===== src/rtl/soie_pkg.sv =====
// Types and constants of the operand shifter and immediate expander.
`default_nettype none

package soie_pkg;

    // Datapath width of the shifter.
    localparam int unsigned DATA_W = 32;
    // Width of the shift count field.
    localparam int unsigned AMT_W  = 8;
    // Width of the encoded modified immediate.
    localparam int unsigned IMM_W  = 12;

    // Request modes.
    typedef enum logic [1:0] {
        REQ_IMM_SHIFT = 2'd0,
        REQ_REG_SHIFT = 2'd1,
        REQ_MOD_IMM   = 2'd2
    } t_req_type;

    // Shift operations as encoded in the instruction.
    typedef enum logic [1:0] {
        SHK_LSL = 2'd0,
        SHK_LSR = 2'd1,
        SHK_ASR = 2'd2,
        SHK_ROR = 2'd3
    } t_shift_kind;

    // Byte replication patterns of an unrotated modified immediate.
    typedef enum logic [1:0] {
        REP_NONE  = 2'd0,
        REP_EVEN  = 2'd1,
        REP_ODD   = 2'd2,
        REP_ALL   = 2'd3
    } t_rep_pat;

    // Decoded shift control handed to the shifter core.
    typedef struct packed {
        t_shift_kind      kind;
        logic             rrx;
        logic [AMT_W-1:0] amount;
    } t_shift_ctrl;

    // Input word as held in the input register.
    typedef struct packed {
        logic [1:0]        req_type;
        logic [DATA_W-1:0] operand_value;
        logic [1:0]        shift_kind;
        logic [AMT_W-1:0]  shift_amount;
        logic [IMM_W-1:0]  imm_twelve;
        logic              cflag_in;
    } t_req;

    // Result word as held in the output register.
    typedef struct packed {
        logic [DATA_W-1:0] result_value;
        logic              cflag_out;
        logic              unpredictable;
    } t_rsp;

endpackage

`default_nettype wire


===== src/rtl/soie_if.sv =====
// Valid/ready channel interfaces for the request and result words.
`default_nettype none

// Request channel: one operand word per handshake.
interface soie_req_if;
    import soie_pkg::*;

    logic              valid;
    logic              ready;
    logic [1:0]        req_type;
    logic [DATA_W-1:0] operand_value;
    logic [1:0]        shift_kind;
    logic [AMT_W-1:0]  shift_amount;
    logic [IMM_W-1:0]  imm_twelve;
    logic              cflag_in;

    modport source (
        output valid, req_type, operand_value, shift_kind, shift_amount,
               imm_twelve, cflag_in,
        input  ready
    );

    modport sink (
        input  valid, req_type, operand_value, shift_kind, shift_amount,
               imm_twelve, cflag_in,
        output ready
    );
endinterface

// Result channel: one shifted or expanded word per handshake.
interface soie_rsp_if;
    import soie_pkg::*;

    logic              valid;
    logic              ready;
    logic [DATA_W-1:0] result_value;
    logic              cflag_out;
    logic              unpredictable;

    modport source (
        output valid, result_value, cflag_out, unpredictable,
        input  ready
    );

    modport sink (
        input  valid, result_value, cflag_out, unpredictable,
        output ready
    );
endinterface

`default_nettype wire


===== src/rtl/shift_operand_and_imm_expand.sv =====
// Top level of the operand shifter: input register, shift/expand logic, output register.
//
// Usage:
//   Request words enter on i_req (valid/ready). Each word carries a mode:
//   immediate-encoded shift, shift by an explicit count, or modified
//   immediate expansion. Every request word yields exactly one result word
//   on o_rsp (valid/ready) with the 32-bit value, the carry out and a flag
//   for a replicated immediate whose byte is zero.
//   A word accepted on i_req is registered in the input register, goes
//   through the shifter or expander, and is registered in the output
//   register that drives o_rsp. Throughput is one word per cycle while
//   the receiver takes every result word, set by the single pass through
//   the input register, the barrel shifter and the output register. When
//   the receiver stalls, the result word holds on o_rsp and one more
//   request word is still taken into the input register; i_req.ready drops
//   only when both registers are full. Reset (i_rst_n low at a rising edge)
//   empties both registers; no state survives between words.
`default_nettype none

module shift_operand_and_imm_expand (
    input  wire logic   i_clk,
    input  wire logic   i_rst_n,
    soie_req_if.sink    i_req,
    soie_rsp_if.source  o_rsp
);
    import soie_pkg::*;

    logic              r_in_valid;
    t_req              r_in;
    logic              r_out_valid;
    t_rsp              r_out;
    t_rsp              n_out;

    logic              in_ready;
    logic              out_ready;
    t_shift_ctrl       shift_ctrl;
    logic [4:0]        imm5;
    logic [DATA_W-1:0] shift_value;
    logic              shift_carry;
    logic [DATA_W-1:0] imm_value;
    logic              imm_carry;
    logic              imm_unpred;

    // Each stage moves on when the stage after it is empty or draining.
    assign out_ready   = !r_out_valid || o_rsp.ready;
    assign in_ready    = !r_in_valid || out_ready;
    assign i_req.ready = in_ready;

    // Stage valid flags.
    always_ff @(posedge i_clk) begin
        if (!i_rst_n) begin
            r_in_valid  <= 1'b0;
            r_out_valid <= 1'b0;
        end else begin
            if (in_ready) begin
                r_in_valid <= i_req.valid;
            end
            if (out_ready) begin
                r_out_valid <= r_in_valid;
            end
        end
    end

    // Input word register.
    always_ff @(posedge i_clk) begin
        if (i_req.valid && in_ready) begin
            r_in.req_type      <= i_req.req_type;
            r_in.operand_value <= i_req.operand_value;
            r_in.shift_kind    <= i_req.shift_kind;
            r_in.shift_amount  <= i_req.shift_amount;
            r_in.imm_twelve    <= i_req.imm_twelve;
            r_in.cflag_in      <= i_req.cflag_in;
        end
    end

    // Decode the shift: an immediate count of zero means 32 for LSR/ASR
    // and selects RRX for ROR.
    assign imm5 = r_in.shift_amount[4:0];

    always_comb begin
        shift_ctrl.kind   = t_shift_kind'(r_in.shift_kind);
        shift_ctrl.rrx    = 1'b0;
        shift_ctrl.amount = r_in.shift_amount;
        if (t_req_type'(r_in.req_type) == REQ_IMM_SHIFT) begin
            shift_ctrl.amount = {{(AMT_W-5){1'b0}}, imm5};
            if (imm5 == 5'd0) begin
                if (shift_ctrl.kind == SHK_LSR || shift_ctrl.kind == SHK_ASR) begin
                    shift_ctrl.amount = AMT_W'(DATA_W);
                end else if (shift_ctrl.kind == SHK_ROR) begin
                    shift_ctrl.rrx = 1'b1;
                end
            end
        end
    end

    soie_shift_core u_shift (
        .i_ctrl  (shift_ctrl),
        .i_value (r_in.operand_value),
        .i_carry (r_in.cflag_in),
        .o_value (shift_value),
        .o_carry (shift_carry)
    );

    soie_imm_expand u_imm (
        .i_imm           (r_in.imm_twelve),
        .i_carry         (r_in.cflag_in),
        .o_value         (imm_value),
        .o_carry         (imm_carry),
        .o_unpredictable (imm_unpred)
    );

    // Select the result by mode; the unused mode gives zero and keeps the carry.
    always_comb begin
        unique case (t_req_type'(r_in.req_type))
            REQ_IMM_SHIFT, REQ_REG_SHIFT: begin
                n_out.result_value  = shift_value;
                n_out.cflag_out     = shift_carry;
                n_out.unpredictable = 1'b0;
            end
            REQ_MOD_IMM: begin
                n_out.result_value  = imm_value;
                n_out.cflag_out     = imm_carry;
                n_out.unpredictable = imm_unpred;
            end
            default: begin
                n_out.result_value  = '0;
                n_out.cflag_out     = r_in.cflag_in;
                n_out.unpredictable = 1'b0;
            end
        endcase
    end

    // Output word register.
    always_ff @(posedge i_clk) begin
        if (r_in_valid && out_ready) begin
            r_out <= n_out;
        end
    end

    assign o_rsp.valid         = r_out_valid;
    assign o_rsp.result_value  = r_out.result_value;
    assign o_rsp.cflag_out     = r_out.cflag_out;
    assign o_rsp.unpredictable = r_out.unpredictable;

endmodule

`default_nettype wire


===== src/rtl/soie_shift_core.sv =====
// Barrel shifter with carry out for LSL, LSR, ASR, ROR and RRX.
`default_nettype none

module soie_shift_core (
    input  wire soie_pkg::t_shift_ctrl          i_ctrl,
    input  wire logic [soie_pkg::DATA_W-1:0]    i_value,
    input  wire logic                           i_carry,
    output logic      [soie_pkg::DATA_W-1:0]    o_value,
    output logic                                o_carry
);
    import soie_pkg::*;

    localparam int unsigned CLAMP_W = $clog2(DATA_W) + 1;

    logic [DATA_W:0]     lsl_ext;
    logic [DATA_W:0]     lsr_ext;
    logic [DATA_W:0]     asr_ext;
    logic [2*DATA_W-1:0] ror_ext;
    logic [CLAMP_W-1:0]  asr_amt;

    // The extra bit on each shifted word catches the last bit shifted out.
    assign lsl_ext = {1'b0, i_value} << i_ctrl.amount;
    assign lsr_ext = {i_value, 1'b0} >> i_ctrl.amount;
    // Arithmetic shifts saturate at the full width: all sign bits.
    assign asr_amt = (i_ctrl.amount >= AMT_W'(DATA_W)) ? CLAMP_W'(DATA_W)
                                                      : i_ctrl.amount[CLAMP_W-1:0];
    assign asr_ext = $unsigned($signed({i_value, 1'b0}) >>> asr_amt);
    // Rotation uses the count modulo the width.
    assign ror_ext = {i_value, i_value} >> i_ctrl.amount[CLAMP_W-2:0];

    // Select the operation; RRX and a zero count take precedence.
    always_comb begin
        o_value = i_value;
        o_carry = i_carry;
        if (i_ctrl.rrx) begin
            o_value = {i_carry, i_value[DATA_W-1:1]};
            o_carry = i_value[0];
        end else if (i_ctrl.amount != '0) begin
            unique case (i_ctrl.kind)
                SHK_LSL: begin
                    o_value = lsl_ext[DATA_W-1:0];
                    o_carry = lsl_ext[DATA_W];
                end
                SHK_LSR: begin
                    o_value = lsr_ext[DATA_W:1];
                    o_carry = lsr_ext[0];
                end
                SHK_ASR: begin
                    o_value = asr_ext[DATA_W:1];
                    o_carry = asr_ext[0];
                end
                SHK_ROR: begin
                    o_value = ror_ext[DATA_W-1:0];
                    o_carry = ror_ext[DATA_W-1];
                end
                default: begin
                    o_value = i_value;
                    o_carry = i_carry;
                end
            endcase
        end
    end

endmodule

`default_nettype wire


===== src/rtl/soie_imm_expand.sv =====
// Expansion of a 12-bit modified immediate into a 32-bit constant with carry.
`default_nettype none

module soie_imm_expand (
    input  wire logic [soie_pkg::IMM_W-1:0]  i_imm,
    input  wire logic                        i_carry,
    output logic      [soie_pkg::DATA_W-1:0] o_value,
    output logic                             o_carry,
    output logic                             o_unpredictable
);
    import soie_pkg::*;

    logic [7:0]          imm_byte;
    logic [DATA_W-1:0]   rot_base;
    logic [2*DATA_W-1:0] rot_ext;

    assign imm_byte = i_imm[7:0];
    // Rotated form: an 8-bit value with its top bit set, rotated right.
    assign rot_base = {24'd0, 1'b1, i_imm[6:0]};
    assign rot_ext  = {rot_base, rot_base} >> i_imm[11:7];

    // Replicated byte patterns keep the carry; rotated ones take bit 31.
    always_comb begin
        o_value         = rot_ext[DATA_W-1:0];
        o_carry         = rot_ext[DATA_W-1];
        o_unpredictable = 1'b0;
        if (i_imm[11:10] == 2'b00) begin
            o_carry = i_carry;
            unique case (t_rep_pat'(i_imm[9:8]))
                REP_NONE: o_value = {24'd0, imm_byte};
                REP_EVEN: o_value = {8'd0, imm_byte, 8'd0, imm_byte};
                REP_ODD:  o_value = {imm_byte, 8'd0, imm_byte, 8'd0};
                REP_ALL:  o_value = {imm_byte, imm_byte, imm_byte, imm_byte};
                default:  o_value = {24'd0, imm_byte};
            endcase
            o_unpredictable = (i_imm[9:8] != 2'b00) && (imm_byte == 8'd0);
        end
    end

endmodule

`default_nettype wire


===== src/flat_wrapper.sv =====
// flat-port wrapper written by rule: the top's interface ports become plain ports
module shift_operand_and_imm_expand_flat import soie_pkg::*;
  (i_clk, i_rst_n, i_req_valid, i_req_req_type, i_req_operand_value, i_req_shift_kind, i_req_shift_amount, i_req_imm_twelve, i_req_cflag_in, i_req_ready, o_rsp_valid, o_rsp_result_value, o_rsp_cflag_out, o_rsp_unpredictable, o_rsp_ready);
  soie_req_if i_req_i ();
  soie_rsp_if o_rsp_i ();
  input  wire logic i_clk;
  input  wire logic i_rst_n;
  input wire logic [$bits(i_req_i.valid)-1:0] i_req_valid;
  input wire logic [$bits(i_req_i.req_type)-1:0] i_req_req_type;
  input wire logic [$bits(i_req_i.operand_value)-1:0] i_req_operand_value;
  input wire logic [$bits(i_req_i.shift_kind)-1:0] i_req_shift_kind;
  input wire logic [$bits(i_req_i.shift_amount)-1:0] i_req_shift_amount;
  input wire logic [$bits(i_req_i.imm_twelve)-1:0] i_req_imm_twelve;
  input wire logic [$bits(i_req_i.cflag_in)-1:0] i_req_cflag_in;
  output wire logic [$bits(i_req_i.ready)-1:0] i_req_ready;
  output wire logic [$bits(o_rsp_i.valid)-1:0] o_rsp_valid;
  output wire logic [$bits(o_rsp_i.result_value)-1:0] o_rsp_result_value;
  output wire logic [$bits(o_rsp_i.cflag_out)-1:0] o_rsp_cflag_out;
  output wire logic [$bits(o_rsp_i.unpredictable)-1:0] o_rsp_unpredictable;
  input wire logic [$bits(o_rsp_i.ready)-1:0] o_rsp_ready;
  assign i_req_i.valid = i_req_valid;
  assign i_req_i.req_type = i_req_req_type;
  assign i_req_i.operand_value = i_req_operand_value;
  assign i_req_i.shift_kind = i_req_shift_kind;
  assign i_req_i.shift_amount = i_req_shift_amount;
  assign i_req_i.imm_twelve = i_req_imm_twelve;
  assign i_req_i.cflag_in = i_req_cflag_in;
  assign i_req_ready = i_req_i.ready;
  assign o_rsp_valid = o_rsp_i.valid;
  assign o_rsp_result_value = o_rsp_i.result_value;
  assign o_rsp_cflag_out = o_rsp_i.cflag_out;
  assign o_rsp_unpredictable = o_rsp_i.unpredictable;
  assign o_rsp_i.ready = o_rsp_ready;
  shift_operand_and_imm_expand u_core (.i_clk(i_clk), .i_rst_n(i_rst_n), .i_req(i_req_i), .o_rsp(o_rsp_i));
endmodule

===== config.mk =====
export PLATFORM = sky130hd
export DESIGN_NAME = shift_operand_and_imm_expand_flat
export DESIGN_NICKNAME = d
export VERILOG_FILES = /design/src/rtl/soie_pkg.sv /design/src/rtl/soie_if.sv /design/src/rtl/shift_operand_and_imm_expand.sv /design/src/rtl/soie_shift_core.sv /design/src/rtl/soie_imm_expand.sv /design/src/flat_wrapper.sv
export SDC_FILE = /design/constraint.sdc
export NUM_CORES = 1
export LEC_CHECK = 0
export BUFFER_PORTS_ARGS = -buffer_cell sky130_fd_sc_hd__buf_2
export CAP_MARGIN = 20
export CORE_UTILIZATION = 40
export CTS_BUF_LIST = sky130_fd_sc_hd__clkbuf_8
export DETAILED_ROUTE_END_ITERATION = 10
export SYNTH_ARGS = -nofsm -noshare
export SYNTH_HDL_FRONTEND = slang
export SYNTH_SLANG_ARGS = --single-unit

===== constraint.sdc =====
create_clock -name i_clk -period 4.4 [get_ports i_clk]
set_input_delay 0.22 -clock i_clk [delete_from_list [all_inputs] [get_ports i_clk]]
set_output_delay 0.22 -clock i_clk [all_outputs]
set_load 0.01 [all_outputs]

Word level (Yosys, flattened, before mapping):

Cells that the tools add are included.

* input port bits: 61
* register bits after elaboration: 93
* output and inout bits: 36
* logic and storage cells: 59

* reductions and logical operators: 17
* mux-type cells: 17
* shifts and indexed selects: 5
* equal/unequal tests: 8
* $lt $le $gt $ge: 1

Operator list (count)
* $pmux 32 s4: 2
* $mux 32: 3
* $pmux 34 s2: 1
* $shr 64x5->32: 1
* $shr 40x5->32: 1
* $shl 32x8->33: 1
* $shr 33x8->33: 1
* $sshr 33x6->33: 1
* $mux 9: 2
* $mux 6: 2
* $eq 2x2->1 const B: 5
* $ge 8x6->1 const B: 1
* $logic_not 2->1: 4
* $logic_not 8->1: 1
* $reduce_bool 8->1: 1
* $eq 2x1->1 const B: 3
* $mux 1: 6
* $logic_not 5->1: 1
* $pmux 1 s4: 1
* $logic_and 1x1->1: 3
* $logic_or 1x1->1: 3
* $logic_not 1->1: 2
* $reduce_bool 2->1: 1
* $reduce_or 2->1: 1

Logic depth before layout (Yosys ltp):

* word-level depth: 12
* gate-level depth with buffers: 12
* mapped depth without buffers: 9

Cells and area by module:

Synthesis repeated with hierarchy kept, for this count alone.

* cell total of the unflattened synthesis: 1421
* area total of the unflattened synthesis: 11931.4 um^2

By module, submodules not included
* soie_shift_core: cells an instance 1096, times used 1, area an instance 7648.6 um^2, seq. area each 0.0 um^2
* shift_operand_and_imm_expand: cells an instance 160, times used 1, area an instance 3293.2 um^2, seq. area each 2772.7 um^2
* soie_imm_expand: cells an instance 165, times used 1, area an instance 989.7 um^2, seq. area each 0.0 um^2

Worst setup path before layout:

OpenSTA, ideal clock, no wires.

* path kind: flip-flop to flip-flop
* from: register u_core.r_in, in the netlist u_core.imm5[1]
* to: register u_core.r_out, in the netlist u_core.o_rsp.result_value[25], data pin
* clock period less this slack: 2.594 ns
* path slack: 1.806 ns
* setup time: 0.265 ns
* data required time: 4.135 ns
* path buffers: 3
* arrival time: 2.329 ns
* stages on the path, launching flop included: 10
* path through: edfxtp_1 -> buf_6 -> buf_8 -> inv_2 -> buf_1 -> mux2_2 -> a221oi_1 -> o2bb2ai_1 -> a2111oi_0 -> o21ai_1

RTL lines
* start: declaration: RTL line shift_operand_and_imm_expand.sv:29 `t_req r_in;`
* end signal: assignment: RTL line shift_operand_and_imm_expand.sv:136 `r_out <= n_out;`
* end: declaration: RTL line shift_operand_and_imm_expand.sv:31 `t_rsp r_out;`

==> key figures <==
Synthesis
  • Post-Synth XOR/XNOR Area: 0%
  • Post-Syn Nets: 1590
  • Adder-Cell Fraction of Synth Area: 0.489%
  • Async S/R FF share, synth: 0%
  • Synth warn: 0
  • Post-synthesis simple-gate area fraction: 18.1%
  • #FFs+latches synth: 93
  • Mux share of post-synthesis cell area: 23.0%
  • Syn_area_per_cell: approximately 8.4 um2
  • Post-synthesis sequential area ratio: 21.7%
  • Cells after Synth: approximately 1500
  • Cell taking the most area after synthesis: edfxtp_1
  • Share of Yosys cell area claimed by the top area cell type: 21.4%
  • Largest family of logic cells by synthesized area: compound AO/OA/AOI/OAI gates
  • Post-synth EDFFs: 91
  • Synth Area in Compound Gates: 28.9%
  • Mapped Area: 12800 um2
  • Cell variety after synth: 96
  • Main synth FF type: edfxtp_1
  • Area contributors post-synth: edfxtp_1, mux4_2, mux2i_1

Die
  • Core footprint: approximately 32000 um2
  • Chip Width: 181 um
  • I/O pin cnt: a little under 100
  • Rows: between 60 and 70
  • Die Y: 181 um
  • Initial core utilization: 40.6%
  • Die ar.: between 30000 and 40000 um2

Worst setup path
  • Worst-path fanout max: 14
  • CP endpoint kind: register
  • Worst path depth: 8
  • R2R Setup Slk: 0.33 ns
  • CP Class: register to register
  • Crit path required time: 4.60 ns
  • Reg-to-reg startpoint: u_core.imm5[0]
  • Most used cell, CP: buf_4
  • Worst Reg-to-Reg Cells: 8
  • CP max stage delay: 0.81 ns
  • Slowest CP cell: or4_1
  • Startpoint types: register
  • Worst path cell trace: buf_4, nor4_4, buf_4, a211oi_2, nand2_1, or4_1, a311oi_1, o21ai_1
  • Worst reg2reg path endpoint: u_core.o_rsp.cflag_out
  • Worst Path Arrival: 4.28 ns
  • CP Buf/Inv Count: 2
  • CP top delay family: simple AND/OR/NAND/NOR gates
  • Critical path origin: u_core.imm5[0]
  • Crit path to: u_core.o_rsp.cflag_out

Layout
  • Most frequent cells in the layout: nand2_1, a21oi_1, nor2_1
  • Layout cell share with drive strength beyond 1: 22.0%
  • Layout fillers: 3074
  • Commonest non-fill, non-tap cell in the layout: nand2_1
  • Final instance area: 14500 um2
  • # diodes: 0
  • Synth-to-layout area growth: 13.3%
  • Fin nets: roughly 1700

Timing
  • Final hold slack: ~0.022 ns
  • Max-slew headroom: 20.6%
  • Part of the cycle the worst path needs: 92.6%
  • Max Slew Vio Count: 0
  • Slew @ Worst Pin: roughly 1.2 ns
  • Final setup vio count: 0
  • Endpoints failing hold: 0
  • Fin crit period: 4.07 ns
  • F_max: 245 MHz
  • Worst setup skew after layout: ~0.029 ns
  • RSZ-0062 raised after global routing: false
  • Final setup TNS: 0 ns

CTS
  • CTS tree: done
  • Clock-pin slew on the worst setup and hold paths: 0.12 ns
  • CTS buffer count: 9
  • Resized Gates After CTS: 0
  • Worst-skew pair later-pin latency: ~0.45 ns
  • Clock root cell: clkbuf_8
  • Clk sinks: 93
  • CTS max path bufs: 2
  • H-Tree Depth: 3

Run
  • Max-Cap Viols: 0

Detailed routing
  • Drt initial violations: 3020
  • Vias: 15100
  • WL/cell: 35.6 um
  • DRT Pass-1 Iters: 8
  • Vias/cell: 7.49
  • Final ANT Viol Nets: 0
  • # DRC: 0
  • Wirelength, routed: 71900 um

Placement
  • Final RePlAce weighted congestion: 1.09
  • Placed Instance Area: 13700 um2
  • HPWL after DPL: 52100 um
  • Count of input and output buffers: 96

Global routing
  • GR peak layer: met2
  • Met2 Use GR: 64.3%
  • Grt met3 use: approximately an eighth
  • First-pass GRT wire length: 102000 um
  • GRT Resource Usage Total: 43.4%
  • GR Util met1: 56.2%
  • Antenna violations before repair: 5
  • Pin count of the biggest net entering global routing: 75
  • Grt total ovfl: 0
  • Vias in the first global route: 14000

Pwr
  • Peak VDD IR: around 0.0002 V
  • Leakage: around 0.0053 uW
  • PwrDens: 228 nW/um2

Status
  • Status: completed

Min path
  • Min-delay worst type: input port to register
-- registers in the layout, indices dropped and copies added (netlist names) --
register / count
u_core.imm5: 5
u_core.o_rsp.cflag_out: 1
u_core.o_rsp.result_value: 32
u_core.o_rsp.valid: 1
u_core.r_in_valid: 1
u_core.r_in: 52
u_core.o_rsp.unpredictable: 1
-- cell families after synthesis --
kind of cell,after synthesis
and+or+nand+nor,487
buffers and inverters,204
AOI/OAI and AO/OA,538
muxes,197
DFF,93
adders and majority gates,5
-- power by group --
part | switching (uW) | internal (uW)
combinational | 974 | 562
sequential | 135 | 1040
clock | 388 | 214
total | 1500 | 1810
-- metal layers --
| metal | share of wire (%) | up-vias |
|---|---|---|
| met5 | 0 | - |
| met4 | 6.5 | 0 |
| met3 | 14 | 292 |
| met2 | 42 | 1353 |
| met1 | 37 | 7316 |
| li1 | - | 6157 |
-- stage by stage --
stage / setup WS [ns] / cells / utilization, % / power (uW)
floorplan: 1.81 / 1524 / - / 2020
CTS: 0.524 / 2019 / 46.0 / 3230
finish: 0.325 / 2019 / 46.0 / 3310
global route: 0.308 / 2019 / 46.0 / 3380
detailed placement: 0.550 / 1945 / 43.5 / 2590
global placement: 0.446 / 1944 / 43.5 / 2600
-- Yosys cell counts, types with 13 or more instances --
cell type  instances
nand2_1          157
a21oi_1          117
nor2_1           116
clkbuf_1          91
edfxtp_1          91
mux2i_1           86
o21ai_0           76
mux4_2            65
buf_2             58
nand3_1           50
nor3_1            37
mux2_2            35
a211oi_1          31
o21ai_1           28
a31oi_1           26
o211ai_1          26
o221ai_1          23
a221oi_1          22
o22ai_1           21
nor2b_1           18
and3_1            17
a22oi_1           16
and2_1            16
nand2b_1          16
o21a_1            16
buf_4             13
inv_1             13
-- cell type report --
cell class	count	area, um2	area share, %
Clock buffer	9	124	0.854
Clock inverter	7	58.8	0.405
Inverter	18	67.6	0.466
Multi-Input combinational cell	1227	9060	62.5
Sequential cell	93	2770	19.1
Tap cell	402	503	3.47
Timing Repair Buffer	263	1910	13.2
-- tightest hold or removal path, cell delays in order --
cell and delay (ns):
buf_2 0.08, a21oi_1 0.03, nor2b_1 0.09
-- worst min-delay path by stage --
stage                               start           endpoint  slack (ns)  cells after the start
global placement        i_req_req_type[1]    u_core.r_in[56]        0.40                      1
detailed placement  i_req_shift_amount[1]     u_core.imm5[1]        0.40                      1
floorplan           i_req_shift_amount[0]     u_core.imm5[0]        0.32                      0
global route                  i_req_valid  u_core.r_in_valid        0.03                      3
CTS                           i_req_valid  u_core.r_in_valid       0.008                      3
finish                        i_req_valid  u_core.r_in_valid        0.02                      3
-- what timing repair did --
action | CTS | global route
setup endpoints to repair | 0 | 0
hold buffers | 58 | 0
setup buffers | 0 | 0
hold endpoints to repair | 59 | 0
Power figures use the tool's default switching activity.
